$ cat src/sv/fpss_pkg.sv
// Shared constants, register indexes and types of the five-point stencil smoother.
package fpss_pkg;

  // Default configuration of the datapath.
  localparam int unsigned MAX_WIDTH_DEF   = 1024;
  localparam int unsigned SAMPLE_BITS_DEF = 16;

  // Configuration port geometry.
  localparam int unsigned CFG_IDX_W  = 2;
  localparam int unsigned CFG_DATA_W = 16;

  // Register field widths, fixed by the register map.
  localparam int unsigned GRID_W_BITS = 11;
  localparam int unsigned ROW_BITS    = 16;

  // Register indexes.
  localparam logic [CFG_IDX_W-1:0] REG_GRID_WIDTH  = 2'd0;
  localparam logic [CFG_IDX_W-1:0] REG_GRID_HEIGHT = 2'd1;

  // Reset values of the registers.
  localparam logic [GRID_W_BITS-1:0] GRID_WIDTH_RESET  = 11'd1024;
  localparam logic [ROW_BITS-1:0]    GRID_HEIGHT_RESET = 16'd1024;

  // Smallest grid dimension that the raster counters honour.
  localparam int unsigned MIN_DIM = 3;

  // Position flags of one sample, carried with it down the pipeline.
  typedef struct packed {
    logic produce;  // sample completes an interior point
    logic last;     // that point is the final interior point of the grid
  } fpss_flags_t;

endpackage

$ cat src/sv/fpss_stencil.sv
// Centre-row window, neighbour delays, stencil adder and result register.
module fpss_stencil import fpss_pkg::*; #(
  parameter int unsigned SAMPLE_BITS = SAMPLE_BITS_DEF,
  parameter int unsigned COL_W       = $clog2(MAX_WIDTH_DEF)
) (
  input  logic                        clk_i,
  input  logic                        rst_ni,
  input  logic                        fire_i,
  input  logic signed [SAMPLE_BITS-1:0] sample_i,
  input  logic signed [SAMPLE_BITS-1:0] old_above_i,
  input  logic signed [SAMPLE_BITS-1:0] new_above_i,
  input  fpss_flags_t                 flags_i,
  input  logic [COL_W-1:0]            col_i,
  input  logic [ROW_BITS-1:0]         row_i,
  output logic                        advance_o,
  output logic                        out_valid_o,
  input  logic                        out_ready_i,
  output logic signed [SAMPLE_BITS+2:0] smoothed_o,
  output logic [COL_W-1:0]            out_col_o,
  output logic [ROW_BITS-1:0]         out_row_o,
  output logic                        last_o
);

  localparam int unsigned OutW = SAMPLE_BITS + 3;

  logic signed [SAMPLE_BITS-1:0] win1_q, win2_q;
  logic signed [SAMPLE_BITS-1:0] north_q, south_q;
  logic signed [OutW-1:0]        sum;
  logic                          out_valid_q;
  logic signed [OutW-1:0]        smoothed_q;
  logic [COL_W-1:0]              out_col_q;
  logic [ROW_BITS-1:0]           out_row_q;
  logic                          last_q;

  // The result register can take a new beat when empty or being drained.
  assign advance_o = !out_valid_q || out_ready_i;

  // Four times the centre plus west, east, north and south.
  assign sum = (OutW'(win2_q) <<< 2) + OutW'(win1_q) + OutW'(new_above_i)
             + OutW'(north_q) + OutW'(south_q);

  // Window and neighbour delays move on every processed sample.
  always_ff @(posedge clk_i or negedge rst_ni) begin
    if (!rst_ni) begin
      win1_q  <= '0;
      win2_q  <= '0;
      north_q <= '0;
      south_q <= '0;
    end else if (fire_i) begin
      win1_q  <= win2_q;
      win2_q  <= new_above_i;
      north_q <= old_above_i;
      south_q <= sample_i;
    end
  end

  // Result valid flag.
  always_ff @(posedge clk_i or negedge rst_ni) begin
    if (!rst_ni) begin
      out_valid_q <= 1'b0;
    end else if (advance_o) begin
      out_valid_q <= fire_i && flags_i.produce;
    end
  end

  // Result payload.
  always_ff @(posedge clk_i) begin
    if (fire_i && flags_i.produce) begin
      smoothed_q <= sum;
      out_col_q  <= col_i;
      out_row_q  <= row_i;
      last_q     <= flags_i.last;
    end
  end

  assign out_valid_o = out_valid_q;
  assign smoothed_o  = smoothed_q;
  assign out_col_o   = out_col_q;
  assign out_row_o   = out_row_q;
  assign last_o      = last_q;

endmodule

$ cat config.mk
export PLATFORM = sky130hd
export DESIGN_NAME = fpss_stencil
export DESIGN_NICKNAME = d
export VERILOG_FILES = /design/src/sv/fpss_pkg.sv /design/src/sv/fpss_stencil.sv
export SDC_FILE = /design/constraint.sdc
export NUM_CORES = 1
export LEC_CHECK = 0
export BUFFER_PORTS_ARGS = -buffer_cell sky130_fd_sc_hd__buf_2
export CORE_MARGIN = 2
export CORE_UTILIZATION = 55
export DETAILED_ROUTE_END_ITERATION = 16
export GPL_TIMING_DRIVEN = 0
export HOLD_SLACK_MARGIN = 0.12
export PLACE_DENSITY = 0.77
export SLEW_MARGIN = 20
export SYNTH_ARGS = -nofsm -noshare
export SYNTH_HDL_FRONTEND = slang
export SYNTH_SLANG_ARGS = --single-unit
$ cat constraint.sdc
create_clock -name clk_i -period 4.8 [get_ports clk_i]
set_clock_uncertainty 0.05 [all_clocks]
set_input_delay 0.48 -clock clk_i [delete_from_list [all_inputs] [get_ports clk_i]]
set_output_delay 0.48 -clock clk_i [all_outputs]
set_load 0.05 [all_outputs]
== After elaboration in Yosys (flattened, before gate mapping) ==
Cells that the tools add are included.
Storage, ports and cells
  register bits after elaboration: 111
  input bits: 80
  output and inout port bits: 48
  word-level logic and storage cells: 16
Cells by class
  add/sub/neg operators: 4
  reduce and logical (&&, ||, !) cells: 3
Operators by type and width (count)
  $add A19 B16 Y19: 3
  $add A18 B16 Y19: 1
  $logic_and A1 B1 Y1: 1
  $logic_not A1 Y1: 1
  $logic_or A1 B1 Y1: 1

== Longest topological paths before layout ==
Gate-level depths: netlist of run 1.
  depth in word-level cells: 4
  depth in mapped cells: 14
  mapped depth without buffers: 13

== Worst setup path before layout of run 1 ==
Ideal clock, no wire load.
  path type: input-to-reg
  from: input port new_above_i[3]
  to: register smoothed_q[16], in the netlist smoothed_o[16], data pin
  arrival time: 3581 ps
  slack: 909 ps
  stages: 13
  buffers on the path: 0
  cells stage by stage: inv_1 fa_1 inv_1 fa_1 inv_1 fa_1 inv_1 fa_1 a211oi_2 o211ai_1 a311o_1 a31oi_1 xnor2_1
Between the ends
  cells in the longest elaborated chain, start to end: 3
RTL lines
  start: declaration: line fpss_stencil.sv:11  | input logic signed [SAMPLE_BITS-1:0] new_above_i,
  $add A19 B16 Y19: line fpss_stencil.sv:39  | assign sum = (OutW'(win2_q) <<< 2) + OutW'(win1_q) + OutW'(new_above_i)
  $add A19 B16 Y19 (2 in series): line fpss_stencil.sv:40  | + OutW'(north_q) + OutW'(south_q);
  via sum[16]: line fpss_stencil.sv:28  | logic signed [OutW-1:0] sum;
  end signal: assignment: line fpss_stencil.sv:69  | smoothed_q <= sum;
  end: declaration: line fpss_stencil.sv:30  | logic signed [OutW-1:0] smoothed_q;
The timed path passes the listed nets, and every way through them passes these cells.
A chain may end at the register's enable or synchronous reset.

== Final worst setup path of run 1 ==
  from: register win1_q[2]
  to: register smoothed_q[16], in the netlist smoothed_o[16], data pin
Between the ends
  cells in the longest elaborated chain, start to end: 4
RTL lines
  start: declaration: line fpss_stencil.sv:26  | logic signed [SAMPLE_BITS-1:0] win1_q, win2_q;
  start signal: assignment: line fpss_stencil.sv:50  | win1_q <= win2_q;
  $add A18 B16 Y19: line fpss_stencil.sv:39
  $add A19 B16 Y19: line fpss_stencil.sv:39
  $add A19 B16 Y19 (2 in series): line fpss_stencil.sv:40
  via sum[16]: line fpss_stencil.sv:28
The timed path passes the listed nets, and every way through them passes these cells.

==> results of run 1 <==
[state kept, by name, summed over array words and instances, names as in the netlist]
| name | count |
|---|---|
| win1_q | 16 |
| out_col_o | 10 |
| win2_q | 16 |
| south_q | 16 |
| north_q | 16 |
| out_row_o | 16 |
| smoothed_o | 19 |
| out_valid_o | 1 |
| last_o | 1 |
[layout make-up]
type,instances,area [um^2]
Buffer,15,60.1
Clock buffer,9,124
Clock inverter,7,101
Fill cell,810,3610
Inverter,135,507
Multi-Input combinational cell,274,2500
Sequential cell,111,3010
Tap cell,140,175
Timing Repair Buffer,129,698
[worst paths after layout]
check	end	depth (start not counted)
hold reg to reg	win1_q[5]$_DFFE_PN0P_	2
min in group asynchronous	north_q[3]$_DFFE_PN0P_	2
setup reg to reg	smoothed_o[16]$_DFFE_PP_	10
max in group asynchronous	south_q[1]$_DFFE_PN0P_	3
setup / recovery	smoothed_o[16]$_DFFE_PP_	10
hold / removal	out_row_o[3]$_DFFE_PP_	1
[metal layers]
layer / part of all wire [%] / global-route usage (%) / up-vias
li1: - / - / 1958
met2: 48 / 35.3 / 136
met3: 6.3 / 4.54 / 26
met5: 0 / 0 / -
met1: 43 / 29.0 / 1928
met4: 2.8 / 10.2 / 0
[metrics by stage]
step	setup WS [ns]	power, mW	instances
2_1_floorplan	0.909	3.10	535
3_3_place_gp	0.572	3.50	801
3_5_place_dp	0.580	3.59	803
4_1_cts	0.816	4.23	820
5_1_grt	0.663	4.58	820
6_report	0.828	4.20	820
[cells by family after synthesis]
| logic type | Yosys count | synth area share [%] |
|---|---|---|
| AO/OA/AOI/OAI | 92 | 8.62 |
| XOR/XNOR | 17 | 2.45 |
| adder cells (fa/ha/maj) | 70 | 20.8 |
| buffers and inverters | 150 | 9.32 |
| flip-flops | 111 | 49.5 |
| multiplexers | 24 | 4.42 |
| AND/OR/NAND/NOR | 71 | 4.88 |
[critical path, cell delays in order, from the launching register on]
cell      delay [ns]
dfrtp_1         0.42
fa_1            0.49
fa_1            0.56
fa_1            0.43
ha_1            0.26
fa_1            0.44
a211oi_2        0.26
o211ai_1        0.14
a311o_1         0.35
a31oi_1         0.23
xnor2_1         0.10
[cell usage in the layout, fill, tap and decap left out, types with 2 or more instances in the layout]
cell type | synthesis | routed
nand2_1 | 55 | 55
inv_1 | 135 | 134
ha_1 | 18 | 18
dfrtp_1 | 65 | 65
inv_6 | 0 | 2
a211oi_1 | 3 | 3
xnor2_1 | 11 | 11
bufinv_16 | 0 | 2
nand2b_1 | 3 | 3
a21oi_1 | 18 | 18
a21o_1 | 3 | 3
nand3_1 | 4 | 4
o211ai_1 | 4 | 4
buf_16 | 0 | 2
edfxtp_1 | 46 | 46
o21ai_0 | 52 | 52
xor2_1 | 6 | 6
a31oi_1 | 4 | 4
fa_1 | 52 | 52
clkbuf_1 | 12 | 12
clkbuf_8 | 0 | 9
buf_2 | 3 | 128
mux2_2 | 23 | 23
nor2_1 | 3 | 3
[report_power, final]
part / total, mW / switching, mW / internal (mW)
combinational: 2.27 / 1.43 / 0.845
clock: 0.630 / 0.331 / 0.300
sequential: 1.30 / 0.0540 / 1.25
[what timing repair did]
action                                 4_1_cts  5_1_grt
endpoints found under the hold margin       10        0
setup buffers                                0        0
hold buffers                                 1        0
==> run_results.csv, run 1 <==
group,metric,value,unit
timing,hold_viol,0,
critical_path,worstSetupEndpointType,"flop",
critical_path,critPathRequiredTime,4.89,ns
timing,tns,0,ns
grt,grt_pass1_wl,19900,um
timing,slew_headroom,52.1,%
floorplanning,die_area,11900,um^2
drt,route.vias.total,4048,
power,peakVddDrop,0.000345,V
floorplanning,die_w,109,um
critical_path,crit_path_start,"win1_q[2]$_DFFE_PN0P_",
critical_path,path_max_fanout,3,
timing,fin_crit,3.97,ns
grt,gr-total-overflow,0,
timing,rsz0062_at_grt,"no",
timing,tightest_slew,0.719,ns
run,maxCapViolations,0,
finish,final_util,66.5,%
place,gp_congestion,0.838,
grt,grt_pass1_vias,4333,
hold_path,min_from,"row_i[3]",
floorplanning,die_y,109,um
timing,max_freq,252,MHz
drt,drt_wl_total,11900,um
timing,final-setup-viol-count,0,
logic_synthesis,synthesis.area,6080,um^2
logic_synthesis,ys_types,35,
grt,grt_util_all_layers,22.0,%
logic_synthesis,synth-edff-count,46,
logic_synthesis,synth_seq_area_share,49.5,%
timing,period_share,82.8,%
timing,whs,0.214,ns
logic_synthesis,yosys.area.top_type,"dfrtp_1",
logic_synthesis,avgSynthCellArea,11.4,um^2
logic_synthesis,yosysWarnings,0,
status,outcome,"complete, no violations",
drt,wl_per_cell,14.6,um
finish,finalNetCount,825,
place,dp_hpwl,9490,um
finish,finalInstanceArea,7180,um^2
power,p_per_area,585,nW/um^2
cts,clock_latency,0.38,ns
cts,cts_sinks,111,
floorplanning,boundaryPins,128,
logic_synthesis,synth.area.top_cells,"dfrtp_1 27%, edfxtp_1 23%, fa_1 17%",
critical_path,worstSetupPathType,"reg2reg",
critical_path,arrival,4.06,ns
logic_synthesis,synth-seq-cells,111,
drt,dr.pass1.iters,4,
power,power_leakage,3.54,nW
grt,grt_start_max_net_pins,56,
drt,drc,0,
critical_path,startpoint_type,"flop",
critical_path,r2r_setup_slack,0.83,ns
logic_synthesis,synth_most_common_cell,"inv_1",
timing,slew_viol_final,0,
drt,drt_iter0_markers,189,
finish,drive_gt1_share,26.0,%
logic_synthesis,ys.flop_type,"dfrtp_1",
cts,cts_resized,0,
cts,cts_root_buf,"clkbuf_8",
drt,drtAntennaViolNets,0,
logic_synthesis,async_flop_share,58.6,%
finish,diodes,0,
logic_synthesis,syn-instance-count,535,
finish,areaGrowthSynthToFinish,18.1,%
logic_synthesis,synth_top_area_share,26.8,%
floorplanning,core,10800,um^2
floorplanning,placementRows,38,
cts,clkTransAtPathRegs,0.10,ns
logic_synthesis,netlist_top_cells_count,"135 x inv_1, 65 x dfrtp_1, 55 x nand2_1, 52 x fa_1, 52 x o21ai_0",
drt,viasPerCell,4.94,
hold_path,hp-class,"in2reg",
place,io_buffer_count,126,
cts,cts_tree,"yes",
logic_synthesis,synth_fp_nets,685,
grt,antenna_found_initial,0,
place,place_area,6940,um^2
cts,cts.path.max_buffers,2,
floorplanning,initial_core_util,56.3,%
critical_path,r2r-start,"win1_q[2]$_DFFE_PN0P_",
cts,htreeDepth,3,
cts,cts_buffers,9,
(Power assumes the default switching activity.)
==> inputs of run 2 (changes only) <==
Settings changed: ABC_AREA set to 1, CORE_UTILIZATION 55 to 56, PLACE_DENSITY 0.77 to 0.78.
Clock period 4.8 ns to 3.8 ns, I/O delays scaled along.
==> run 2 against run 1 <==
Against the previous run: area after synthesis is 5.4% higher; register-to-register slack worse by 0.57 ns; fmax is 12% higher; largest power group unchanged; global-route usage is 0.71 points higher; critical path type unchanged.
==> run_results.csv, run 2 <==
group,metric,value,unit
floorplanning,core,11300,um^2
logic_synthesis,syn-instance-count,702,
floorplanning,boundaryPins,128,
cts,cts_root_buf,"clkbuf_16",
timing,period_share,93.1,%
drt,drt_wl_total,13500,um
cts,clkTransAtPathRegs,0.07,ns
finish,final_cell_mix,"212 x nand2_1, 188 x inv_1, 133 x buf_2",
run,maxCapViolations,0,
logic_synthesis,synthesis.area,6410,um^2
finish,finalNetCount,992,
finish,largest_reg_flops,19,
timing,tightest_slew,0.537,ns
drt,dr.pass1.iters,5,
grt,gr-total-overflow,0,
cts,htreeDepth,3,
place,place_area,7260,um^2
floorplanning,die_w,111,um
logic_synthesis,synth-edff-count,46,
finish,fillers,891,
timing,hold_viol,0,
timing,final-setup-viol-count,0,
finish,finalInstanceArea,7600,um^2
finish,drive_gt1_share,18.7,%
logic_synthesis,synth_seq_area_share,46.9,%
grt,grt_util_all_layers,22.7,%
logic_synthesis,synth_most_common_cell,"nand2_1",
logic_synthesis,yosys.area.top_type,"dfrtp_1",
finish,layout.cells.most_common,"nand2_1",
cts,cts_buffers,9,
logic_synthesis,synth_fp_nets,852,
drt,wl_per_cell,13.7,um
critical_path,path_max_fanout,3,
logic_synthesis,synth-seq-cells,111,
drt,drt_iter0_markers,210,
drt,viasPerCell,4.89,
power,fin_total_pwr,5.58,mW
cts,holdBufCountCts,1,
status,outcome,"complete, no violations",
critical_path,startpoint_type,"flop",
grt,grt_pass1_wl,22200,um
place,dp_hpwl,10600,um
place,dpl.cell_count,973,
logic_synthesis,ys_types,22,
floorplanning,die_area,12300,um^2
cts,clock_latency,0.35,ns
power,power_leakage,4.17,nW
logic_synthesis,ys.flop_type,"dfrtp_1",
critical_path,worstSetupPathType,"reg2reg",
grt,grt_pass1_vias,4856,
logic_synthesis,async_flop_share,58.6,%
place,io_buffer_count,126,
timing,rsz0062_at_grt,"no",
floorplanning,initial_core_util,56.8,%
timing,fin_crit,3.54,ns
cts,post_cts_buffers,0,
finish,diodes,0,
place,gp_congestion,0.864,
critical_path,worstSetupEndpointType,"flop",
logic_synthesis,netlist_top_cells_count,"212 x nand2_1, 189 x inv_1, 65 x dfrtp_1, 52 x fa_1, 47 x o21ai_0",
timing,max_freq,283,MHz
cts,cts_sinks,111,
timing,tns,0,ns
grt,grt_start_max_net_pins,39,
timing,slew_headroom,64.2,%
floorplanning,placementRows,39,
logic_synthesis,synth.area.top_cells,"dfrtp_1 25%, edfxtp_1 22%, fa_1 16%",
timing,slew_viol_final,0,
cts,cts_tree,"yes",
critical_path,arrival,3.59,ns
floorplanning,die_y,111,um
finish,areaGrowthSynthToFinish,18.6,%
critical_path,critPathRequiredTime,3.86,ns
power,peakVddDrop,0.000432,V
drt,drc,0,
power,p_per_area,734,nW/um^2
hold_path,hp-class,"in2reg",
cts,cts_resized,0,
cts,cts.path.max_buffers,2,
drt,route.vias.total,4840,
grt,antenna_found_initial,0,
logic_synthesis,synth_top_area_share,25.4,%
finish,final_cells,990,
logic_synthesis,yosysWarnings,0,
logic_synthesis,avgSynthCellArea,9.13,um^2
drt,drtAntennaViolNets,0,
==> run 2: cell type report <==
class,instances,area (um^2),area share [%]
Buffer,13,62.6,0.823
Clock buffer,9,225,2.96
Clock inverter,7,103,1.35
Inverter,190,713,9.39
Multi-Input combinational cell,388,2620,34.5
Sequential cell,111,3010,39.6
Tap cell,143,179,2.36
Timing Repair Buffer,129,683,8.99
==> run 2: logic make-up after synthesis <==
group | synth area share (%)
buf+inv | 12.1
flops | 46.9
simple gates | 15.6
fa+ha+maj | 19.8
xor+xnor | 1.23
compound gates | 4.37
==> run 2: routing by layer <==
metal,share of wire [%],track usage [%]
met5,0,0
met4,2.6,9.33
met3,6.6,4.37
met2,48,38.8
met1,43,28.7
==> run 2: report_power, final <==
part | switching (mW) | internal [mW]
combinational | 1.98 | 0.959
clock | 0.442 | 0.585
sequential | 0.0645 | 1.54
==> run 2: final timing paths <==
kind / to / depth (start not counted) / start / slack [ns]
worst max-delay path: smoothed_o[18]$_DFFE_PP_ / 16 / win2_q[1]$_DFFE_PN0P_ / 0.26
worst min-delay path: out_col_o[2]$_DFFE_PP_ / 1 / col_i[2] / 0.15
worst max register to register: smoothed_o[18]$_DFFE_PP_ / 16 / win2_q[1]$_DFFE_PN0P_ / 0.26
worst min register to register: out_valid_o$_DFFE_PN0P_ / 2 / out_valid_o$_DFFE_PN0P_ / 0.43
max in group asynchronous: south_q[15]$_DFFE_PN0P_ / 3 / rst_ni / 2.73
min in group asynchronous: win1_q[3]$_DFFE_PN0P_ / 2 / rst_ni / 0.43
==> run 2: metrics by stage <==
| step | util [%] | hold WS (ns) | setup WS, ns |
|---|---|---|---|
| 2_1_floorplan | - | 0.0344 | 0.442 |
| 3_3_place_gp | 64.0 | 0.411 | 0.175 |
| 3_5_place_dp | 64.4 | 0.278 | 0.102 |
| 4_1_cts | 67.4 | 0.145 | 0.272 |
| 5_1_grt | 67.4 | 0.138 | 0.0592 |
| 6_report | 67.4 | 0.150 | 0.262 |
==> run 2: worst max-delay path, stage by stage, from the launching register on <==
cell and delay [ns]:
dfrtp_1 0.36, inv_1 0.07, fa_1 0.49, inv_1 0.07, fa_1 0.50, inv_1 0.05, fa_1 0.50, inv_1 0.08
fa_1 0.48, nand2_1 0.09, nand2_1 0.08, nand3_1 0.12, nand2_2 0.10, nand2_1 0.10, nand2_1 0.06, nand2_1 0.06
nand2_1 0.04
