`config.mk`:
```
export PLATFORM = sky130hd
export DESIGN_NAME = fpss_raster
export DESIGN_NICKNAME = d
export VERILOG_FILES = /design/src/sv/fpss_pkg.sv /design/src/sv/fpss_raster.sv
export SDC_FILE = /design/constraint.sdc
export NUM_CORES = 1
export LEC_CHECK = 0
export ABC_CLOCK_PERIOD_IN_PS = 6340
export BUFFER_PORTS_ARGS = -buffer_cell sky130_fd_sc_hd__clkbuf_2
export CAP_MARGIN = 20
export CORE_MARGIN = 1.5
export CORE_UTILIZATION = 30
export CTS_CLUSTER_DIAMETER = 50
export DETAILED_ROUTE_END_ITERATION = 7
export PLACE_DENSITY = 0.57
export REMOVE_ABC_BUFFERS = 1
export SKIP_LAST_GASP = 1
export SYNTH_ARGS = -nofsm -noshare
export SYNTH_HDL_FRONTEND = slang
export SYNTH_SLANG_ARGS = --single-unit
export TNS_END_PERCENT = 20
```
`constraint.sdc`:
```
create_clock -name clk_i -period 6.34 [get_ports clk_i]
set_input_delay 1.585 -clock clk_i [delete_from_list [all_inputs] [get_ports clk_i]]
set_output_delay 1.585 -clock clk_i [all_outputs]
set_load 0.01 [all_outputs]
```
`src/sv/fpss_pkg.sv`:
```
// Shared constants, register indexes and types of the five-point stencil smoother.
package fpss_pkg;

  // Default configuration of the datapath.
  localparam int unsigned MAX_WIDTH_DEF   = 1024;
  localparam int unsigned SAMPLE_BITS_DEF = 16;

  // Configuration port geometry.
  localparam int unsigned CFG_IDX_W  = 2;
  localparam int unsigned CFG_DATA_W = 16;

  // Register field widths, fixed by the register map.
  localparam int unsigned GRID_W_BITS = 11;
  localparam int unsigned ROW_BITS    = 16;

  // Register indexes.
  localparam logic [CFG_IDX_W-1:0] REG_GRID_WIDTH  = 2'd0;
  localparam logic [CFG_IDX_W-1:0] REG_GRID_HEIGHT = 2'd1;

  // Reset values of the registers.
  localparam logic [GRID_W_BITS-1:0] GRID_WIDTH_RESET  = 11'd1024;
  localparam logic [ROW_BITS-1:0]    GRID_HEIGHT_RESET = 16'd1024;

  // Smallest grid dimension that the raster counters honour.
  localparam int unsigned MIN_DIM = 3;

  // Position flags of one sample, carried with it down the pipeline.
  typedef struct packed {
    logic produce;  // sample completes an interior point
    logic last;     // that point is the final interior point of the grid
  } fpss_flags_t;

endpackage

```
`src/sv/fpss_raster.sv`:
```
// Configuration registers and raster column and row counters.
module fpss_raster import fpss_pkg::*; #(
  parameter int unsigned MAX_WIDTH = MAX_WIDTH_DEF
) (
  input  logic                         clk_i,
  input  logic                         rst_ni,
  input  logic                         cfg_valid_i,
  input  logic [CFG_IDX_W-1:0]         cfg_index_i,
  input  logic [CFG_DATA_W-1:0]        cfg_data_i,
  input  logic                         step_i,
  output logic [$clog2(MAX_WIDTH)-1:0] col_o,
  output logic [$clog2(MAX_WIDTH)-1:0] out_col_o,
  output logic [ROW_BITS-1:0]          out_row_o,
  output fpss_flags_t                  flags_o
);

  localparam int unsigned ColW = $clog2(MAX_WIDTH);

  logic [GRID_W_BITS-1:0] grid_width_q, grid_width_d;
  logic [ROW_BITS-1:0]    grid_height_q, grid_height_d;
  logic [ColW-1:0]        col_q, col_d;
  logic [ROW_BITS-1:0]    row_q, row_d;

  logic [ColW:0]          eff_w;
  logic [ROW_BITS-1:0]    eff_h;
  logic [ColW:0]          col_next;
  logic [ROW_BITS:0]      row_next;
  logic                   col_end;
  logic                   row_end;
  logic                   wr_width;
  logic                   wr_height;

  assign wr_width  = cfg_valid_i && (cfg_index_i == REG_GRID_WIDTH);
  assign wr_height = cfg_valid_i && (cfg_index_i == REG_GRID_HEIGHT);

  // Width clamped to the range that the line stores can hold.
  always_comb begin
    if (grid_width_q < GRID_W_BITS'(MIN_DIM)) begin
      eff_w = (ColW+1)'(MIN_DIM);
    end else if (32'(grid_width_q) > 32'(MAX_WIDTH)) begin
      eff_w = (ColW+1)'(MAX_WIDTH);
    end else begin
      eff_w = (ColW+1)'(grid_width_q);
    end
  end

  // Height clamped from below only.
  assign eff_h = (grid_height_q < ROW_BITS'(MIN_DIM)) ? ROW_BITS'(MIN_DIM) : grid_height_q;

  // End of row and end of grid detection.
  assign col_next = {1'b0, col_q} + (ColW+1)'(1);
  assign row_next = {1'b0, row_q} + (ROW_BITS+1)'(1);
  assign col_end  = col_next >= eff_w;
  assign row_end  = row_next >= {1'b0, eff_h};

  // A write to either register restarts the grid at its first sample.
  always_comb begin
    grid_width_d  = grid_width_q;
    grid_height_d = grid_height_q;
    col_d         = col_q;
    row_d         = row_q;
    if (wr_width || wr_height) begin
      if (wr_width) begin
        grid_width_d = cfg_data_i[GRID_W_BITS-1:0];
      end
      if (wr_height) begin
        grid_height_d = cfg_data_i[ROW_BITS-1:0];
      end
      col_d = '0;
      row_d = '0;
    end else if (step_i) begin
      if (col_end) begin
        col_d = '0;
        row_d = row_end ? '0 : row_next[ROW_BITS-1:0];
      end else begin
        col_d = col_next[ColW-1:0];
      end
    end
  end

  always_ff @(posedge clk_i or negedge rst_ni) begin
    if (!rst_ni) begin
      grid_width_q  <= GRID_WIDTH_RESET;
      grid_height_q <= GRID_HEIGHT_RESET;
      col_q         <= '0;
      row_q         <= '0;
    end else begin
      grid_width_q  <= grid_width_d;
      grid_height_q <= grid_height_d;
      col_q         <= col_d;
      row_q         <= row_d;
    end
  end

  // The sample at (row, col) completes the point one row up and one column left.
  assign col_o           = col_q;
  assign out_col_o       = col_q - ColW'(1);
  assign out_row_o       = row_q - ROW_BITS'(1);
  assign flags_o.produce = (row_q >= ROW_BITS'(2)) && (col_q >= ColW'(2));
  assign flags_o.last    = col_end && row_end;

endmodule

```
Yosys cells after proc, flatten, opt, wreduce, memory -nomap -nowiden
Cells that the tools add are included.

Word-level logic and storage cells: 37. Input bits: 22. Register bits after elaboration: 53.

Multiplexer cells: 10. Add/subtract/negate cells: 4. Order comparisons: 7. Equal/unequal tests: 1. Reductions and logical operators: 11.

Operators by type and width (number): 16-bit 2-to-1 mux (5); 10-bit 2-to-1 mux (3); 11-bit 2-to-1 mux (2); 16-bit by 1-bit adder with 17-bit output (second input constant) (1); 17-bit by 16-bit >= comparator with 1-bit output (1); 16-bit by 2-bit >= comparator with 1-bit output (second input constant) (1); 16-bit by 2-bit less-than comparator with 1-bit output (second input constant) (1); 16-bit by 1-bit subtractor with 16-bit output (second input constant) (1); 10-bit by 1-bit adder with 11-bit output (second input constant) (1); 11-bit >= comparator (1); 11-bit > comparator (second input constant) (1); 11-bit by 2-bit less-than comparator with 1-bit output (second input constant) (1); 10-bit by 2-bit >= comparator with 1-bit output (second input constant) (1); 10-bit by 1-bit subtractor with 10-bit output (second input constant) (1); 2-bit AND reduction (3); 1-bit logical AND (4); 2-bit nonzero test (2); 2-bit by 1-bit equality test with 1-bit output (second input constant) (1); 2-bit logical NOT (1); 1-bit logical OR (1).

Logic depth before layout (Yosys ltp)
Gate-level depths: netlist of run 1.

Word-level depth: 7. Mapped depth: 15.

Least setup slack after synthesis of run 1
Ideal clock, no wire load.

Path type: register to output. Start point: reg row_q[4]. End point: out flags_o[0] (netlist bit). Arrival: 2718 ps. Slack: 2037 ps. Path buffers: 2. Stages on the path, launching flop included: 14. Data required time: 4755 ps. Cell sequence: dfrtp_1 buf_2 and3_4 and3_1 clkbuf_1 and3_1 nand3_1 xnor2_1 ha_1 a41oi_1 o21ai_0 a41o_1 a31oi_4 a21oi_1.

RTL lines: start: declaration (line fpss_raster.sv:22) `logic [ROW_BITS-1:0] row_q, row_d;`; start signal: assignment (line fpss_raster.sv:91) `row_q <= row_d;`; end: declaration (line fpss_raster.sv:14) `output fpss_flags_t flags_o`.

==> results of run 1 <==
## where the power goes
group          internal [uW]  leakage [uW]  switching (uW)
registers                380      0.000677            48.7
clock network            184     0.0000797             122
logic                    187       0.00143             235
## Yosys cell counts, drive strengths merged, types with 6 or more instances
cell / n / share of area
a21o: 7 / 0.014
a21oi: 16 / 0.021
a22o: 11 / 0.025
a41o: 6 / 0.016
and3: 11 / 0.019
buf: 6 / 0.013
clkbuf: 18 / 0.018
dfrtp: 51 / 0.33
ha: 33 / 0.11
inv: 25 / 0.024
mux2: 26 / 0.076
nand2: 54 / 0.053
nand2b: 14 / 0.023
nand3: 16 / 0.021
nor2: 22 / 0.021
nor3: 6 / 0.0078
nor4: 10 / 0.016
o21ai: 11 / 0.015
xnor2: 22 / 0.050
xor2: 16 / 0.036
## through the flow
stage	power (uW)	area [um2]	hold slack [ns]	setup WS, ns	cells
after floorplan	701.1	3736	0.4815	2.118	393
final	1157	4414	0.5364	1.283	632
after detailed placement	863.8	4254	0.5307	1.628	625
after CTS	1170	4414	0.5462	1.290	632
after global placement	853.3	4254	0.5084	1.754	625
after global routing	1244	4414	0.5642	1.012	632
## final cells by class
class,count,area share
Clock buffer,5,0.02834
Clock inverter,2,0.007937
Inverter,25,0.02126
Multi-Input combinational cell,315,0.5241
Sequential cell,53,0.3010
Tap cell,172,0.04875
Timing Repair Buffer,60,0.06859
## worst max-delay path, delay by kind of cell, from the launching register on
| family | cells | cell delay, ns |
|---|---|---|
| compound gates | 5 | 0.96 |
| flops | 1 | 0.53 |
| xor+xnor | 1 | 0.17 |
| fa+ha+maj | 1 | 0.34 |
| buf+inv | 1 | 0.18 |
| simple gates | 4 | 0.98 |
## sequential cells by signal (all words and copies together) (netlist names)
name           cells
col_o             10
grid_height_q     16
grid_width_q      11
row_q             16
## cell families (layout without fill, tap and decap cells)
group	after synthesis	in the layout	synth area share
AOI/OAI and AO/OA	70	70	0.1386
xor gates and xnor gates	38	38	0.08633
and+or+nand+nor	148	148	0.1921
DFF	53	53	0.3447
muxes	26	26	0.07595
adders and majority gates	33	33	0.1071
buffers and inverters	49	92	0.05517
## routing by layer
metal	up-vias	global-route usage	part of all wire
li1	1553	-	-
met1	1475	0.2003	0.52
met2	46	0.2129	0.44
met3	8	0.01868	0.028
met4	0	0.03171	0.010
met5	-	0	0
## worst max-delay path by stage
| stage | from | endpoint | slack [ns] | depth (start not counted) |
|---|---|---|---|---|
| 6_report | row_q[2] | flags_o[0] | 1.28 | 12 |
| 5_1_grt | row_q[1] | flags_o[0] | 1.01 | 11 |
| 3_5_place_dp | row_q[2] | flags_o[0] | 1.63 | 12 |
| 4_1_cts | row_q[2] | flags_o[0] | 1.29 | 12 |
| 3_3_place_gp | row_q[4] | flags_o[0] | 1.75 | 12 |
| 2_1_floorplan | row_q[2] | flags_o[0] | 2.12 | 11 |
## cell usage in the layout, fill, tap and decap left out, drive strengths merged, types with 2 or more instances in the layout
| cell | instances |
|---|---|
| a22o | 11 |
| o22ai | 2 |
| nor4 | 10 |
| mux2 | 26 |
| ha | 33 |
| xnor2 | 22 |
| a41oi | 5 |
| and3 | 11 |
| or4 | 2 |
| a31oi | 2 |
| nand3 | 16 |
| o21ai | 11 |
| nor2 | 22 |
| nor3 | 6 |
| inv | 25 |
| dfstp | 2 |
| nand4 | 4 |
| clkbuf | 64 |
| and2 | 3 |
| nand2b | 14 |
| nand2 | 54 |
| dfrtp | 51 |
| and4 | 2 |
| a21o | 7 |
| o31ai | 2 |
| a41o | 6 |
| xor2 | 16 |
| a21oi | 16 |
==> metrics.log, run 1 <==
[metrics] run status: finished clean
[metrics] area occupied by registers: roughly 1300 um2
[metrics] number of global-route vias before repair: ~2,900
[metrics] utilization after layout: 0.3512
[metrics] CP Class: register to output pin
[metrics] destination of the worst register-to-register timing path: row_q[10]
[metrics] shortest period the worst path allows: about 5 ns
[metrics] number of buffers added for setup after CTS: 0
[metrics] post-synthesis instance area: 3855 um2
[metrics] number of nets in the finished design: 515
[metrics] first-pass GRT wire length: 14,460 um
[metrics] count of cell types in the netlist: 49
[metrics] dominant synthesized flop cell: sky130_fd_sc_hd__dfrtp_1
[metrics] endpoint arrival time on the critical path: approximately 3.5 ns
[metrics] Yosys warning count: 0
[metrics] pin count of the biggest net entering global routing: between 50 and 60
[metrics] average footprint of a synthesized cell: 9.244 um2
[metrics] hold path endpoint: grid_width_q[0]
[metrics] class of the most critical hold timing path: register to register
[metrics] worst rel slew slack: 0.1362
[metrics] Max clock buf depth: 2
[metrics] number of buffers created by CTS: 5
[metrics] upper clock frequency limit: between 150 and 200 MHz
[metrics] initial core utilization: 0.3067
[metrics] number of levels in the clock H-tree: 2
[metrics] static power due to leakage: 0.002187 uW
[metrics] number of instances in the synthesized netlist: 417
[metrics] count of buffers from port buffering: ~60
[metrics] overall routing resource usage: 0.1364
[metrics] number of enable flip-flop cells after synthesis: 0
[metrics] unrepaired setup endpoints after global routing: false
[metrics] slowest stage delay, CP: 0.53 ns
[metrics] fraction of final layout cells with drive strength greater than 1: 0.2326
[metrics] total number of vias: roughly 3,100
[metrics] worst slew pin tran: around 1.3 ns
[metrics] Antenna Violating Nets Remaining: 0
[metrics] total of fill cells in the finished design: roughly 1,300
[metrics] worst-skew pair later-pin latency: slightly below 0.3 ns
[metrics] number of remaining DRC errors: 0
[metrics] Via-to-Cell Ratio: just under 5
[metrics] clk sink count: 53
[metrics] crit end category: output pin
[metrics] max cap viols: 0
[metrics] num ports: 60
[metrics] number of antenna violations at the first check in global routing: 0
[metrics] CTS Hold Buffers Added: 0
[metrics] placement row count: 41
[metrics] number of pins with negative max-slew slack in the final report: 0
[metrics] number of failing setup endpoints in the final timing report: 0
[metrics] reg2reg start: row_q[1]
[metrics] sum of negative setup slack: 0 ns
[metrics] core outline area: 12,570 um2
[metrics] Final Wtd Congestion: roughly 0.82
[metrics] TritonCTS clock tree: yes
[metrics] crit path cell chain: and3_4 > and3_1 > and3_1 > nand3_1 > xnor2_1 > ha_1 > a41oi_1 > o21ai_0 > a41o_1 > a31oi_4 > a21oi_1 > clkbuf_2
[metrics] number of instances on the worst hold path: 1
[metrics] Die Height: between 100 and 150 um
[metrics] post-synthesis to final-layout area growth: 14.51%
[metrics] die extent in x: about 120 um
[metrics] startpoint type of the worst setup path: register
[metrics] Final period util: 0.7977
[metrics] flip-flop and latch count after synthesis: 53
[metrics] highest-delay cell along the critical path: sky130_fd_sc_hd__dfrtp_1
[metrics] register-to-register path setup slack: ~2.3 ns
[metrics] CP required: roughly 4.8 ns
[metrics] power per cell area: between 200 and 300 nW/um2
[metrics] post_cts resized: 0
[metrics] average detailed-routed wire length per instance: about 14 um
[metrics] overflow left after global routing: 0
[metrics] Clk Tree Root Cell: sky130_fd_sc_hd__clkbuf_16
[metrics] skew final: around 0.0029 ns
[metrics] detailed-route wire length: about 9000 um
[metrics] fraction of the yosys area taken by sequential cells: 0.3447
[metrics] detailed-placement wirelength estimate: slightly above 7000 um
[metrics] startpoint of the most critical hold path: grid_width_q[0]
[metrics] drt initial violations: approximately 140
[metrics] number of iterations in the first detailed-routing pass: 4
[metrics] number of hold violations in the final report: 0
[metrics] cell seen most often among critical-path stages: sky130_fd_sc_hd__and3_1
[metrics] r2r worst-path depth: 12
[metrics] area of the multi-input gates: ~2300 um2
[metrics] maximum fanout along the worst path: 10
[metrics] Worst-path clk slew: about 0.07 ns
[metrics] number of antenna repair diodes: 0
[metrics] worst ir drop on vdd: ~0.14 mV
[metrics] post-synthesis async set-or-reset flop share: 1.000
[metrics] overall die area: 13,540 um2
No activity file was read; power rests on OpenSTA's default activity.
==> run 2: changes to the inputs <==
- ABC_CLOCK_PERIOD_IN_PS: 6340 -> 5200
- clock period: 6.34 -> 5.2 ns (I/O delays scaled with it)
==> run 2 against run 1 <==
  * Global-route usage shrank 0.069 points
  * Critical path depth unchanged
  * Clock power increased by 21%
  * Sequential share of layout area fell by 0.051 points
  * Count of clock-buffer cells in the layout unchanged
  * Critical endpoint unchanged
==> metrics.log, run 2 (synthesized netlist as in run 1, its figures left out) <==
[metrics] Die Height: 116.4 um (unchanged)
[metrics] Max clock buf depth: 2 (unchanged)
[metrics] CP required: 3.90 ns (was 4.76 ns)
[metrics] detailed-route wire length: 8957 um (was 9042 um)
[metrics] overall die area: 13,540 um2 (unchanged)
[metrics] final worst setup slack: 0.4856 ns (was 1.283 ns)
[metrics] number of antenna repair diodes: 0 (unchanged)
[metrics] number of buffers created by CTS: 5 (unchanged)
[metrics] number of iterations in the first detailed-routing pass: 4 (unchanged)
[metrics] placed instance count: 626 (was 625)
[metrics] shortest period the worst path allows: ~4.7 ns
[metrics] number of buffers added for setup after CTS: 0 (unchanged)
[metrics] initial core utilization: 0.3067 (unchanged)
[metrics] most used cells in the layout excluding fill and tap cells: sky130_fd_sc_hd__clkbuf_2, sky130_fd_sc_hd__nand2_1, sky130_fd_sc_hd__dfrtp_1 (unchanged)
[metrics] first-pass GRT wire length: 14,530 um (was 14,460 um)
[metrics] fraction of final layout cells with drive strength greater than 1: 0.2343 (was 0.2326)
[metrics] Antenna Violating Nets Remaining: 0 (unchanged)
[metrics] endpoint arrival time on the critical path: 3.41 ns (was 3.47 ns)
[metrics] CTS Hold Buffers Added: 0 (unchanged)
[metrics] number of levels in the clock H-tree: 2 (unchanged)
[metrics] detailed-placement wirelength estimate: 6995 um (was 7113 um)
[metrics] average detailed-routed wire length per instance: 14.15 um (was 14.31 um)
[metrics] overflow left after global routing: 0 (unchanged)
[metrics] most common cell after layout, fill and taps aside: sky130_fd_sc_hd__clkbuf_2 (unchanged)
[metrics] unrepaired setup endpoints after global routing: false (unchanged)
[metrics] sum of negative setup slack: 0 ns (unchanged)
[metrics] overall routing resource usage: 0.1357 (was 0.1364)
[metrics] CP Class: register to output pin (unchanged)
[metrics] number of global-route vias before repair: 2,871 (was 2,888)
[metrics] upper clock frequency limit: around 210 MHz
[metrics] total of fill cells in the finished design: 1,303 (was 1,291)
[metrics] post-place setup slack: 0.7922 ns (was 1.628 ns)
[metrics] sequential group share of total power: 0.372 (was 0.371)
[metrics] core outline area: 12,570 um2 (unchanged)
[metrics] class of the most critical hold timing path: register to register (unchanged)
[metrics] area occupied by registers: 1329 um2 (unchanged)
[metrics] Pint: 915.6 uW (was 751.1 uW)
[metrics] Final Wtd Congestion: 0.8117 (was 0.8245)
[metrics] number of antenna violations at the first check in global routing: 0 (unchanged)
[metrics] Via-to-Cell Ratio: 4.893 (was 4.877)
[metrics] drt initial violations: 155 (was 135)
[metrics] skew final: 0.005829 ns (was 0.002907 ns)
[metrics] worst rel slew slack: 0.2021 (was 0.1362)
[metrics] worst slew pin tran: 1.197 ns (was 1.296 ns)
[metrics] Worst-path clk slew: 0.07 ns (about the same)
[metrics] pin count of the biggest net entering global routing: 54 (unchanged)
[metrics] total number of vias: 3,097 (was 3,082)
[metrics] startpoint type of the worst setup path: register (unchanged)
[metrics] clk sink count: 53 (unchanged)
[metrics] run status: finished clean (unchanged)
[metrics] worst ir drop on vdd: 0.2069 mV (was 0.1408 mV)
[metrics] number of hold violations in the final report: 0 (unchanged)
[metrics] count of buffers from port buffering: 59 (unchanged)
[metrics] net switching component of the power: 488.9 uW (was 405.9 uW)
[metrics] power per cell area: 317.6 nW/um2 (was 262.1 nW/um2)
[metrics] worst-skew pair later-pin latency: 0.28 ns (was 0.29 ns)
[metrics] post_cts resized: 0 (unchanged)
[metrics] number of nets in the finished design: 516 (was 515)
[metrics] TritonCTS clock tree: yes (unchanged)
[metrics] share of total power in the clock network: 0.262 (was 0.264)
[metrics] crit end category: output pin (unchanged)
[metrics] placement row count: 41 (unchanged)
[metrics] registers with the most flip-flops: grid_height_q (16), row_q (16), grid_width_q (11) (unchanged)
[metrics] area of the multi-input gates: 2313 um2 (unchanged)
[metrics] number of remaining DRC errors: 0 (unchanged)
[metrics] static power due to leakage: 0.002191 uW (was 0.002187 uW)
[metrics] Final period util: 0.9066
[metrics] Clk Tree Root Cell: sky130_fd_sc_hd__clkbuf_16 (unchanged)
[metrics] die extent in x: 116.4 um (unchanged)
[metrics] sw frac: 0.3481 (was 0.3508)
[metrics] post-layout instance count excluding filler cells: 633 (was 632)
[metrics] maximum fanout along the worst path: 10 (unchanged)
[metrics] number of pins with negative max-slew slack in the final report: 0 (unchanged)
[metrics] post-synthesis to final-layout area growth: 14.70% (was 14.51%)
[metrics] max cap viols: 0 (unchanged)
[metrics] num ports: 60 (unchanged)
[metrics] Logic pwr share: 0.366 (was 0.365)
[metrics] number of failing setup endpoints in the final timing report: 0 (unchanged)
[run 2: changes by cell type in the layout (fill, tap and decap cells not counted)]
cell / change
sky130_fd_sc_hd__buf_4: +1
[run 2: worst paths after layout]
| path | endpoint | cells after the start | slack, ns | startpoint |
|---|---|---|---|---|
| hold / removal | grid_width_q[1] | 1 | 0.53 | grid_width_q[1] |
| setup reg to reg | row_q[14] | 12 | 1.32 | row_q[2] |
| setup / recovery | flags_o[0] | 12 | 0.49 | row_q[2] |
| min in group asynchronous | col_o[7] | 2 | 1.14 | rst_ni |
| hold reg to reg | grid_width_q[1] | 1 | 0.53 | grid_width_q[1] |
| max in group asynchronous | grid_height_q[6] | 2 | 3.60 | rst_ni |
[run 2: stage by stage]
| stage | hold WS [ns] | util | total power, uW | area, um2 |
|---|---|---|---|---|
| 2_1_floorplan | 0.4815 | - | 854.8 | 3736 |
| 3_3_place_gp | 0.5084 | 0.3391 | 1039 | 4262 |
| 3_5_place_dp | 0.5221 | 0.3391 | 1052 | 4262 |
| 4_1_cts | 0.5378 | 0.3518 | 1421 | 4422 |
| 5_1_grt | 0.5654 | 0.3518 | 1514 | 4422 |
| 6_report | 0.5345 | 0.3518 | 1404 | 4422 |
[run 2: routing by layer]
layer	wire length (um)	global-route usage
met2	4057	0.2141
met3	231	0.01297
met4	78	0.02602
met1	4590	0.2031
met5	0	0
[run 2: final cells by class]
| type | count | share of cell area |
|---|---|---|
| Clock inverter | 2 | 0.007923 |
| Timing Repair Buffer | 61 | 0.07018 |
| Tap cell | 172 | 0.04867 |
| Inverter | 25 | 0.02122 |
| Sequential cell | 53 | 0.3005 |
| Clock buffer | 5 | 0.02830 |
| Multi-Input combinational cell | 315 | 0.5232 |
[run 2: power groups by stage]
stage	Sequential (uW)	Clock (uW)	Combinational [uW]
final	523	368	514
after global routing	533	391	589
after CTS	523	375	523
after detailed placement	532	0	520
after global placement	530	0	509
after floorplan	514	0	341
[run 2: worst max-delay path: stages, from the launching register on]
cell                       delay [ns]
sky130_fd_sc_hd__dfrtp_1         0.53
sky130_fd_sc_hd__and3_4          0.26
sky130_fd_sc_hd__and3_1          0.30
sky130_fd_sc_hd__and3_1          0.25
sky130_fd_sc_hd__nand3_1         0.15
sky130_fd_sc_hd__xnor2_1         0.17
sky130_fd_sc_hd__ha_1            0.34
sky130_fd_sc_hd__a41oi_1         0.21
sky130_fd_sc_hd__o21ai_0         0.11
sky130_fd_sc_hd__a41o_1          0.24
sky130_fd_sc_hd__a31oi_4         0.29
sky130_fd_sc_hd__a21oi_1         0.13
sky130_fd_sc_hd__clkbuf_2        0.15
==> run 3: changes to the inputs <==
- BUFFER_PORTS_ARGS: -buffer_cell sky130_fd_sc_hd__clkbuf_2 -> default
- CORE_ASPECT_RATIO: default -> 0.5
- DONT_BUFFER_PORTS: default -> 1
- PLACE_DENSITY: 0.57 -> 0.53
==> run 3 against run 2 <==
  * Combinational power decreased by 19%
  * Sequential share of layout area up 2.2 points
  * First-iteration DRC count is 22% lower
  * Critical path type unchanged
  * Largest power group unchanged
==> metrics.log, run 3 (synthesized netlist as in run 1, its figures left out) <==
[metrics] run status: finished clean (unchanged)
[metrics] number of hold violations in the final report: 0 (unchanged)
[metrics] first-pass GRT wire length: 15,190 um (was 14,530 um)
[metrics] initial core utilization: 0.3062 (was 0.3067)
[metrics] post_cts resized: 0 (unchanged)
[metrics] Final Wtd Congestion: 0.7424 (was 0.8117)
[metrics] utilization after layout: 0.3268 (was 0.3518)
[metrics] Via-to-Cell Ratio: 5.021 (was 4.893)
[metrics] total of fill cells in the finished design: 1,287 (was 1,303)
[metrics] crit end category: output pin (unchanged)
[metrics] fraction of final layout cells with drive strength greater than 1: 0.1241 (was 0.2343)
[metrics] class of the most critical hold timing path: register to register (unchanged)
[metrics] post-place setup slack: 0.8837 ns (was 0.7922 ns)
[metrics] number of buffers added for setup after CTS: 0 (unchanged)
[metrics] static power due to leakage: 0.001943 uW (was 0.002191 uW)
[metrics] number of pins with negative max-slew slack in the final report: 0 (unchanged)
[metrics] number of antenna violations at the first check in global routing: 0 (unchanged)
[metrics] core outline area: 12,590 um2 (was 12,570 um2)
[metrics] Antenna Violating Nets Remaining: 0 (unchanged)
[metrics] average detailed-routed wire length per instance: 15.80 um (was 14.15 um)
[metrics] startpoint type of the worst setup path: register (unchanged)
[metrics] number of remaining DRC errors: 0 (unchanged)
[metrics] most common cell after layout, fill and taps aside: sky130_fd_sc_hd__nand2_1 (was sky130_fd_sc_hd__clkbuf_2)
[metrics] overall routing resource usage: 0.1425 (was 0.1357)
[metrics] num ports: 60 (unchanged)
[metrics] post-synthesis to final-layout area growth: 6.751% (was 14.70%)
[metrics] number of antenna repair diodes: 0 (unchanged)
[metrics] detailed-placement wirelength estimate: 6803 um (was 6995 um)
[metrics] area occupied by registers: 1329 um2 (unchanged)
[metrics] final instance area: 4115 um2 (was 4422 um2)
[metrics] shortest period the worst path allows: 4.653 ns (was 4.714 ns)
[metrics] number of failing setup endpoints in the final timing report: 0 (unchanged)
[metrics] Max clock buf depth: 2 (unchanged)
[metrics] sum of negative setup slack: 0 ns (unchanged)
[metrics] number of nets in the finished design: 457 (was 516)
[metrics] max cap viols: 0 (unchanged)
[metrics] endpoint arrival time on the critical path: 3.35 ns (was 3.41 ns)
[metrics] number of iterations in the first detailed-routing pass: 4 (unchanged)
[metrics] final worst setup slack: 0.5473 ns (was 0.4856 ns)
[metrics] clk sink count: 53 (unchanged)
[metrics] worst-skew pair later-pin latency: 0.30 ns (was 0.28 ns)
[metrics] upper clock frequency limit: 214.9 MHz (was 212.1 MHz)
[metrics] die extent in x: 163.3 um (was 116.4 um)
[metrics] worst ir drop on vdd: 0.1193 mV (was 0.2069 mV)
[metrics] area of the multi-input gates: 2313 um2 (unchanged)
[metrics] most used cells in the layout excluding fill and tap cells: sky130_fd_sc_hd__nand2_1, sky130_fd_sc_hd__dfrtp_1, sky130_fd_sc_hd__ha_1 (was sky130_fd_sc_hd__clkbuf_2, sky130_fd_sc_hd__nand2_1, sky130_fd_sc_hd__dfrtp_1)
[metrics] overall die area: 13,580 um2 (was 13,540 um2)
[metrics] CP Class: register to output pin (unchanged)
[metrics] worst rel slew slack: 0.4168 (was 0.2021)
[metrics] Die Height: 83.16 um (was 116.4 um)
[metrics] unrepaired setup endpoints after global routing: false (unchanged)
[metrics] area of placed instances: 3956 um2 (was 4262 um2)
[metrics] pin count of the biggest net entering global routing: 54 (unchanged)
[metrics] drt initial violations: 121 (was 155)
[metrics] registers with the most flip-flops: grid_height_q (16), row_q (16), grid_width_q (11) (unchanged)
[metrics] TritonCTS clock tree: yes (unchanged)
[metrics] CTS Hold Buffers Added: 0 (unchanged)
[metrics] worst slew pin tran: 0.8711 ns (was 1.197 ns)
[metrics] maximum fanout along the worst path: 10 (unchanged)
[metrics] count of buffers from port buffering: 0 (was 59)
[metrics] number of buffers created by CTS: 5 (unchanged)
[metrics] detailed-route wire length: 9056 um (was 8957 um)
[metrics] power per cell area: 312.0 nW/um2 (was 317.6 nW/um2)
[metrics] placement row count: 29 (was 41)
[metrics] total number of vias: 2,877 (was 3,097)
[metrics] number of levels in the clock H-tree: 2 (unchanged)
[metrics] number of global-route vias before repair: 2,915 (was 2,871)
[metrics] Worst-path clk slew: 0.07 ns (about the same)
[metrics] Clk Tree Root Cell: sky130_fd_sc_hd__clkbuf_16 (unchanged)
[metrics] Final period util: 0.8947 (was 0.9066)
[metrics] overflow left after global routing: 0 (unchanged)
[metrics] skew final: 0.008728 ns (was 0.005829 ns)
[metrics] CP required: 3.90 ns (about the same)
==> run 3: cell types whose count changed in the layout (fill, tap and decap cells not counted) <==
cell / previous run / this run
sky130_fd_sc_hd__bufinv_16: 1 / 0
sky130_fd_sc_hd__clkinv_4: 0 / 2
sky130_fd_sc_hd__clkbuf_2: 59 / 0
sky130_fd_sc_hd__buf_6: 0 / 1
sky130_fd_sc_hd__buf_4: 2 / 1
==> run 3: final timing paths <==
kind	endpoint	depth (start not counted)	start	slack, ns
min in group asynchronous	row_q[7]	0	rst_ni	0.69
max in group asynchronous	grid_height_q[10]	0	rst_ni	4.30
setup reg to reg	row_q[12]	12	row_q[4]	1.25
setup / recovery	flags_o[0]	11	row_q[4]	0.55
hold reg to reg	grid_width_q[1]	1	grid_width_q[1]	0.54
hold / removal	grid_width_q[1]	1	grid_width_q[1]	0.54
==> run 3: worst max-delay path, cell delays in order (launching register included) <==
cell and delay [ns]:
sky130_fd_sc_hd__dfrtp_1 0.51, sky130_fd_sc_hd__and3_4 0.26, sky130_fd_sc_hd__and3_1 0.31, sky130_fd_sc_hd__and3_1 0.25
sky130_fd_sc_hd__nand3_1 0.15, sky130_fd_sc_hd__xnor2_1 0.18, sky130_fd_sc_hd__ha_1 0.34, sky130_fd_sc_hd__a41oi_1 0.21
sky130_fd_sc_hd__o21ai_0 0.12, sky130_fd_sc_hd__a41o_1 0.24, sky130_fd_sc_hd__a31oi_4 0.28, sky130_fd_sc_hd__a21oi_1 0.20
==> run 3: area by class of cell <==
class	count	area share
flip-flops and latches	53	0.3229
inverters	25	0.02280
multi-input cells	315	0.5622
clock inverters	3	0.005473
repair buffers	2	0.004561
clock buffers	5	0.03040
well taps	170	0.05169
==> run 3: report_power, final <==
part | switching (uW) | total [uW] | internal, uW
clock network | 163 | 343 | 180
logic | 251 | 414 | 163
registers | 64.0 | 527 | 463
total | 478 | 1280 | 806
==> run 3: routing by layer <==
metal  GRT usage  share of wire  vias up
met5           0              0        -
met4     0.04420          0.012        0
met3     0.02597          0.029        8
met2      0.2319           0.47       29
met1      0.1915           0.49     1398
li1            -              -     1442
==> run 3: through the flow <==
| step | power (uW) | instances | hold WS [ns] |
|---|---|---|---|
| 3_5_place_dp | 951.8 | 564 | 0.5227 |
| 6_report | 1284 | 573 | 0.5360 |
| 5_1_grt | 1379 | 573 | 0.5648 |
| 4_1_cts | 1300 | 572 | 0.5383 |
| 2_1_floorplan | 854.8 | 393 | 0.4815 |
| 3_3_place_gp | 948.1 | 564 | 0.5204 |
